### config.mk
export PLATFORM = sky130hd
export DESIGN_NAME = ctdi_alu
export DESIGN_NICKNAME = d
export VERILOG_FILES = /design/src/hdl/calibration_table_distance_interp_defines.svh /design/src/hdl/ctdi_pkg.sv /design/src/hdl/ctdi_alu.sv
export SDC_FILE = /design/constraint.sdc
export NUM_CORES = 1
export LEC_CHECK = 0
export BUFFER_PORTS_ARGS = -buffer_cell sky130_fd_sc_hd__buf_4
export CAP_MARGIN = 10
export CELL_PAD_IN_SITES_DETAIL_PLACEMENT = 1
export CELL_PAD_IN_SITES_GLOBAL_PLACEMENT = 1
export CORE_MARGIN = 3
export CORE_UTILIZATION = 32
export DETAILED_ROUTE_END_ITERATION = 10
export PLACE_DENSITY_LB_ADDON = 0.3
export RECOVER_POWER = 100
export SLEW_MARGIN = 20
export SYNTH_ARGS = -nofsm -noshare
export SYNTH_HDL_FRONTEND = slang
export SYNTH_SLANG_ARGS = --single-unit
### constraint.sdc
create_clock -name vclk -period 3.45
set_input_delay 0.69 -clock vclk [all_inputs]
set_output_delay 0.69 -clock vclk [all_outputs]
set_load 0.005 [all_outputs]
### src/hdl/calibration_table_distance_interp_defines.svh
// Assertion macros shared by the calibration interpolation block.
`ifndef CALIBRATION_TABLE_DISTANCE_INTERP_DEFINES_SVH
`define CALIBRATION_TABLE_DISTANCE_INTERP_DEFINES_SVH

// The consequent must hold in the same cycle as the antecedent.
`define CTDI_ASSERT_NOW(label, clk, rst_n, ante, cons) \
    label: assert property (@(posedge clk) disable iff (!rst_n) (ante) |-> (cons)) \
        else $error("calibration interpolation check failed");

// The consequent must hold in the cycle after the antecedent.
`define CTDI_ASSERT_NEXT(label, clk, rst_n, ante, cons) \
    label: assert property (@(posedge clk) disable iff (!rst_n) (ante) |=> (cons)) \
        else $error("calibration interpolation sequencing check failed");

`endif

### src/hdl/ctdi_pkg.sv
package ctdi_pkg;

    localparam int SENSORS  = 32;
    localparam int POINTS   = 32;

    localparam int SENSOR_W = 5;
    localparam int POINT_W  = 5;
    localparam int CODE_W   = 12;
    localparam int DIST_W   = 8;

    localparam int ADDR_W   = $clog2(SENSORS * POINTS);
    localparam int IDX_W    = (POINTS > 2) ? $clog2(POINTS) : 1;
    localparam int ALU_W    = 16;

    localparam int STEP_MM  = 10;
    localparam int MAX_MM   = 199;

    // The interpolation quotient never exceeds STEP_MM, so four bits suffice.
    localparam int QUO_W    = 4;
    localparam int STEP_W   = $clog2(QUO_W);

    localparam logic FUNC_WRITE   = 1'b0;
    localparam logic FUNC_CONVERT = 1'b1;

    typedef logic [ADDR_W-1:0] t_addr;
    typedef logic [CODE_W-1:0] t_code;

    typedef enum logic {
        ALU_ADD,
        ALU_SUB
    } t_alu_op;

    typedef struct packed {
        t_alu_op          op;
        logic [ALU_W-1:0] a;
        logic [ALU_W-1:0] b;
    } t_alu_req;

    typedef struct packed {
        logic [ALU_W-1:0] res;
        logic             borrow;
    } t_alu_rsp;

endpackage

### src/hdl/ctdi_alu.sv
module ctdi_alu
    import ctdi_pkg::*;
(
    input  t_alu_req i_req,
    output t_alu_rsp o_rsp
);

    logic [ALU_W:0] w_sum;

    always_comb begin
        unique case (i_req.op)
            ALU_ADD: w_sum = {1'b0, i_req.a} + {1'b0, i_req.b};
            ALU_SUB: w_sum = {1'b0, i_req.a} - {1'b0, i_req.b};
            default: w_sum = '0;
        endcase
    end

    // For a subtraction the top bit is the borrow, so it flags a < b.
    assign o_rsp.res    = w_sum[ALU_W-1:0];
    assign o_rsp.borrow = w_sum[ALU_W];

endmodule

==> metrics.yaml, run 1 <==
status:
  status: "stopped before the end"
  outcome.stop_stage: "5_1_grt"
  toolErrorMsg: "[ERROR DPL-0033] detailed placement checks failed during check placement."
sta:
  grt_repair_worst_endpoint: "o_rsp[0]"
  worst_path_end_type: "top-level output"
synth:
  synth.top_cell.area_share: 0.183
  avgSynthCellArea_um2: 7.25
  syn_area_um2: 1160
  synth_area_leader_cell: "sky130_fd_sc_hd__ha_1"
  synthDistinctLibCells: 43
  yosysWarningCount: 0
  synth.net_count: 211
  post_synth_main_area_contributors: "sky130_fd_sc_hd__ha_1 18%, sky130_fd_sc_hd__xnor2_1 16%, sky130_fd_sc_hd__a21oi_1 11%"
  netlist_instances: 160
  yosysSeqAreaShare: 0
floorplanning:
  fp.dieH_um: 66.2
  pin_count: 50
  floorplan.initialDensity: 0.340
  fp.dieW_um: 66.2
  core.rowCount: 21
global_routing:
  grt_antenna_before_repair: 0
  maximum_number_of_pins_on_one_net_before_global_route_repair: 17
placement:
  dp.final_hpwl_um: 4230
  dp_worst_setup_slack_ns: -0.376
  io_buffer_count: 50
  gp_congestion: 0.873
clocking:
  cts_hold_buffers: 0
[timing repair]
item / 4_1_cts
gates resized for setup: 50
endpoints found under the setup margin: 10
buffers inserted: 13
pin swaps: 38
[cells by family after synthesis]
logic type / Yosys count / share of synthesized area
muxes: 3 / 0.0259
buffers and inverters: 16 / 0.0593
AOI/OAI and AO/OA: 51 / 0.279
and+or+nand+nor: 45 / 0.231
xor gates and xnor gates: 27 / 0.204
adders and majority gates: 18 / 0.201
[through the flow]
stage / cells / cell area, µm² / hold WS, ns
after CTS: 305 / 2170 / 1.78
after global placement: 293 / 1880 / 1.73
after detailed placement: 293 / 1880 / 1.79
after floorplan: 160 / 1160 / 1.52
[Yosys cell counts, types with 2 or more instances]
cell                       instances
sky130_fd_sc_hd__and3_1            3
sky130_fd_sc_hd__nor2_1           14
sky130_fd_sc_hd__nor3_1            3
sky130_fd_sc_hd__nand2_1           7
sky130_fd_sc_hd__inv_1            12
sky130_fd_sc_hd__a21o_1            2
sky130_fd_sc_hd__clkbuf_1          2
sky130_fd_sc_hd__xor2_1            6
sky130_fd_sc_hd__nand3_1           2
sky130_fd_sc_hd__ha_1             17
sky130_fd_sc_hd__o21ai_1           2
sky130_fd_sc_hd__nand2b_1          4
sky130_fd_sc_hd__xnor2_1          21
sky130_fd_sc_hd__o211ai_1          3
sky130_fd_sc_hd__a21oi_1          26
sky130_fd_sc_hd__a31oi_1           3
sky130_fd_sc_hd__mux2i_1           3
sky130_fd_sc_hd__o21ai_0           5
==> inputs of run 2 (changes only) <==
Settings changed: CELL_PAD_IN_SITES_DETAIL_PLACEMENT 1 to not set, CELL_PAD_IN_SITES_GLOBAL_PLACEMENT 1 to not set, CORE_UTILIZATION 32 to 25, PLACE_DENSITY_LB_ADDON 0.3 to 0.15.
Clock period 3.45 ns to 4.5 ns, I/O delays scaled along.
==> run 2 against run 1 <==
The run now ends clean. Synthesized cell count did not move. Synthesized area is the same.
==> metrics.yaml, run 2 <==
synth:
  syn_area_um2: 1160
  synth.top_cell.area_share: 0.183
  synth.net_count: 211
  post_synthesis_compound_gate_area_fraction: 0.279
  synthTopCellsByCount: "26 x sky130_fd_sc_hd__a21oi_1, 21 x sky130_fd_sc_hd__xnor2_1, 17 x sky130_fd_sc_hd__ha_1"
  synth.area.mux_share: 0.0259
  netlist_instances: 160
  synth_top_family_by_area: "compound AO/OA/AOI/OAI gates"
  avgSynthCellArea_um2: 7.25
  synth_xor_area_frac: 0.204
  synthDistinctLibCells: 43
  yosysWarningCount: 0
  synth_area_leader_cell: "sky130_fd_sc_hd__ha_1"
  synth.most_common_cell: "sky130_fd_sc_hd__a21oi_1"
  post_synth_main_area_contributors: "sky130_fd_sc_hd__ha_1 18%, sky130_fd_sc_hd__xnor2_1 16%, sky130_fd_sc_hd__a21oi_1 11%"
  yosysSeqAreaShare: 0
  synth-adder-area-share: 0.201
  synth_simple_gate_area_frac: 0.231
floorplanning:
  die_area_um2: 5490
  pin_count: 50
  core.rowCount: 24
  floorplan.core_area_um2: 4410
  floorplan.initialDensity: 0.263
  fp.dieW_um: 74.1
  fp.dieH_um: 74.1
global_routing:
  maximum_number_of_pins_on_one_net_before_global_route_repair: 17
  wire_length_of_the_first_global_routing_pass_um: 5090
  grt_antenna_before_repair: 0
  gr-usage-met2: 0.177
  track_usage: 0.112
  first_global_vias: 1125
  met1_usage_in_global_routing: 0.178
  use_met3: 0.00270
  global_route.peak_usage_layer: "met1"
  global_route.overflow_total: 0
detailed_routing:
  avgViaCountPerCell: 4.88
  vias: 1268
  drt_drc_violations_left: 0
  first_pass_iters: 4
  route.final.wire_length_um: 3170
  routed_wire_length_per_instance_um: 12.2
  antenna_left: 0
  drt-initial-drc-count: 43
power_and_ir_drop:
  worst_ir_drop_on_vdd_mv: 0.0509
  power-per-cell-area_nw_per_um2: 193
  cellLeakagePower_nw: 0.730
cells_and_area:
  n_antenna_cell: 0
  area_occupied_by_registers_um2: 0
  post_route_cells_drive_above_1_share: 0.298
  fill_cells: 490
  layout-area-overhead-vs-synth_pct: 37.4
  mostFrequentLayoutCells: "42 x sky130_fd_sc_hd__buf_4, 26 x sky130_fd_sc_hd__a21oi_1, 21 x sky130_fd_sc_hd__xnor2_1, 17 x sky130_fd_sc_hd__ha_1, 14 x sky130_fd_sc_hd__nor2_1"
  seq_cells: 0
  final_net_count: 261
  layout.cells.most_common: "sky130_fd_sc_hd__buf_4"
  fin_util: 0.361
  final.clkbuf_count: 0
status:
  status: "finished clean"
critical_path:
  worstSetupEndpoint: "o_rsp[0]"
  critical_path.slowest_cell: "sky130_fd_sc_hd__ha_1"
  crit_path_start: "i_req[2]"
  crit_end_element: "output pin"
  crit_chain: "buf_4 -> nor2_1 -> nor4b_4 -> nor3b_2 -> a21oi_1 -> xnor2_1 -> ha_1 -> and3_1 -> a31o_1 -> o221ai_2 -> o311ai_2 -> xnor2_1 -> buf_4"
  peak_per_stage_delay_on_the_critical_path_ns: 0.35
  crit_fanout: 7
  timing.critical_path.arrival_ns: 3.39
  critical_path_class: "in -> out"
  critical_path.startpoint_type: "primary input"
  worst-endpoint-required_ns: 3.60
placement:
  dp.final_hpwl_um: 2800
  dp_worst_setup_slack_ns: 0.196
  io_buffer_count: 50
  gp_congestion: 0.864
job:
  drv.max_cap_violation_count: 0
sta:
  rsz0062_at_grt: "no"
  final.min_clock_period_ns: 4.29
  max_clock_freq_mhz: 233
  tightestPinTransition_ns: 0.470
  setup-violations-final: 0
  setup_slack_ns: 0.213
  slew-limit-headroom: 0.683
  finalMaxSlewViolations: 0
  setup-tns-final_ns: 0
  final-hold-violation-count: 0
  part_of_the_cycle_the_worst_path_needs: 0.953
min_path:
  worstHoldStart: "i_req[17]"
  hold_path.class: "in -> out"
clocking:
  cts_hold_buffers: 0
## run 2: how the worst min path moves through the flow
stage                     endpoint  slack (ns)  cells after the start
after global routing      o_rsp[2]        2.21                      3
after floorplan           o_rsp[1]        1.94                      2
after detailed placement  o_rsp[2]        2.17                      3
final                     o_rsp[2]        2.18                      3
after CTS                 o_rsp[2]        2.17                      3
after global placement    o_rsp[2]        2.16                      3
## run 2: repair_timing
item,CTS,global route
setup endpoints to repair,0,1
gates resized for setup,0,1
setup buffers,0,2
## run 2: kinds of logic (layout without fill, tap and decap cells)
family                   after synthesis  count (layout)
AO/OA/AOI/OAI                         51              51
XOR/XNOR                              27              27
adder cells (fa/ha/maj)               18              18
buffers and inverters                 16              64
multiplexers                           3               3
AND/OR/NAND/NOR                       45              45
## run 2: critical path, delay by kind of cell
family,cells,cell delay (ns)
AND/OR/NAND/NOR,4,0.96
AO/OA/AOI/OAI,4,0.62
adder cells (fa/ha/maj),1,0.35
XOR/XNOR,2,0.30
buffers and inverters,2,0.25
## run 2: metal layers
| layer | share of wire | up-vias | routed length, µm |
|---|---|---|---|
| met1 | 0.50 | 557 | 1590 |
| li1 | - | 677 | - |
| met2 | 0.44 | 34 | 1390 |
| met5 | 0 | - | 0 |
| met3 | 0.058 | 0 | 183 |
| met4 | 0 | 0 | 0 |
## run 2: final cells by class
type / instances / area, µm² / share of cell area
Multi-Input combinational cell: 144 / 1090 / 0.686
Timing Repair Buffer: 52 / 390 / 0.245
Inverter: 12 / 45.0 / 0.0283
Tap cell: 52 / 65.1 / 0.0408
## run 2: per-stage QoR
step | hold WS, ns | instances | power (mW) | cell area, µm²
global placement | 2.16 | 258 | 0.318 | 1580
floorplan | 1.94 | 160 | 0.184 | 1160
detailed placement | 2.17 | 258 | 0.315 | 1580
finish | 2.18 | 260 | 0.308 | 1590
global route | 2.21 | 260 | 0.346 | 1590
CTS | 2.17 | 258 | 0.316 | 1580
## run 2: power breakdown
part / switching, mW / internal, mW
combinational: 0.147 / 0.161
sequential: 0 / 0
clock: 0 / 0
total: 0.147 / 0.161
(Power assumes the default switching activity.)
==> inputs of run 3 (changes only) <==
Clock period 4.5 ns to 5.45 ns, I/O delays scaled along.
==> run 3 against run 2 <==
Worst hold slack better by 0.37 ns. Combinational power is 19% lower. Worst setup slack better by 0.39 ns. Via count is 2.3% higher. Count of clock-buffer cells in the layout stayed put. Power is 18% lower. Global-route usage is 0.17 points higher. Design area is 2.0% lower. Largest cell class unchanged.
==> metrics.yaml, run 3 (same netlist as run 2, synthesis figures left out) <==
floorplanning:
  fp.dieH_um: 74.1
  floorplan.initialDensity: 0.263
  core.rowCount: 24
  floorplan.core_area_um2: 4410
  pin_count: 50
  die_area_um2: 5490
  fp.dieW_um: 74.1
critical_path:
  critical_path.startpoint_type: "primary input"
  critical_path_class: "in -> out"
  crit_fanout: 4
  critical_path.slowest_cell: "sky130_fd_sc_hd__o311ai_0"
  worst-endpoint-required_ns: 4.36
  crit_end_element: "output pin"
  timing.critical_path.arrival_ns: 3.76
  crit_chain: "clkbuf_1 -> inv_1 -> ha_1 -> nand3b_1 -> nor2_1 -> nor2_1 -> xnor2_1 -> ha_1 -> a21oi_1 -> a21boi_0 -> o22ai_1 -> o311ai_0 -> xnor2_1 -> buf_4"
  timing.critical_path.max_delay_family: "compound AO/OA/AOI/OAI gates"
  peak_per_stage_delay_on_the_critical_path_ns: 0.45
  critical_path_buf_inv_count: 3
sta:
  whs_ns: 2.55
  slew-limit-headroom: 0.664
  max_clock_freq_mhz: 206
  setup-violations-final: 0
  final-hold-violation-count: 0
  part_of_the_cycle_the_worst_path_needs: 0.890
  tightestPinTransition_ns: 0.498
  final.min_clock_period_ns: 4.85
  rsz0062_at_grt: "no"
  setup-tns-final_ns: 0
  finalMaxSlewViolations: 0
placement:
  post-place-cells: 258
  dp.final_hpwl_um: 2820
  placement.cell_area_um2: 1580
  io_buffer_count: 50
  gp_congestion: 0.862
power_and_ir_drop:
  power-per-cell-area_nw_per_um2: 161
  cellLeakagePower_nw: 0.708
  worst_ir_drop_on_vdd_mv: 0.0423
cells_and_area:
  area_occupied_by_registers_um2: 0
  seq_cells: 0
  final.clkbuf_count: 0
  layout-area-overhead-vs-synth_pct: 34.6
  fin_cells: 258
  fill_cells: 487
  mostFrequentLayoutCells: "37 x sky130_fd_sc_hd__buf_4, 26 x sky130_fd_sc_hd__a21oi_1, 21 x sky130_fd_sc_hd__xnor2_1, 17 x sky130_fd_sc_hd__ha_1, 14 x sky130_fd_sc_hd__nor2_1"
  final_net_count: 259
  post_route_cells_drive_above_1_share: 0.282
  n_antenna_cell: 0
  fin_util: 0.354
  layout.cells.most_common: "sky130_fd_sc_hd__buf_4"
  final_cell_area_um2: 1560
detailed_routing:
  avgViaCountPerCell: 5.03
  first_pass_iters: 4
  vias: 1297
  routed_wire_length_per_instance_um: 12.4
  route.final.wire_length_um: 3190
  antenna_left: 0
  drt-initial-drc-count: 44
  drt_drc_violations_left: 0
min_path:
  hold_path.class: "in -> out"
global_routing:
  wire_length_of_the_first_global_routing_pass_um: 5160
  track_usage: 0.114
  global_route.overflow_total: 0
  grt_antenna_before_repair: 0
  first_global_vias: 1154
  maximum_number_of_pins_on_one_net_before_global_route_repair: 17
clocking:
  post_cts_resize_count: 0
  number_of_setup_buffers_added_after_cts: 0
  cts_hold_buffers: 0
status:
  status: "finished clean"
job:
  drv.max_cap_violation_count: 0
==> run 3: layout make-up <==
class / instances / area, µm² / area share
Multi-Input combinational cell: 144 / 1080 / 0.692
Timing Repair Buffer: 50 / 372 / 0.238
Tap cell: 52 / 65.1 / 0.0417
Inverter: 12 / 45.0 / 0.0288
==> run 3: path summary, 6_finish.rpt <==
kind        to  startpoint  cells past startpoint
max   o_rsp[0]    i_req[0]                     14
min   o_rsp[2]   i_req[17]                      3
==> run 3: stage by stage <==
stage | worst slack (ns) | total power [mW]
6_report | 0.600 | 0.251
4_1_cts | 0.726 | 0.262
3_3_place_gp | 0.765 | 0.262
2_1_floorplan | 1.11 | 0.152
5_1_grt | 0.307 | 0.283
3_5_place_dp | 0.732 | 0.261
==> run 3: per-layer routing <==
layer	part of all wire	routed length, µm	vias to the layer above	GRT usage
li1	-	-	671	-
met4	0.0050	16	0	0.00604
met3	0.052	165	2	0.00541
met5	0	0	-	0
met2	0.45	1430	35	0.178
met1	0.49	1580	589	0.179
==> run 3: report_power, final <==
part | switching (mW) | internal [mW] | leakage, nW
registers | 0 | 0 | 0
logic | 0.121 | 0.131 | 0.708
clock network | 0 | 0 | 0
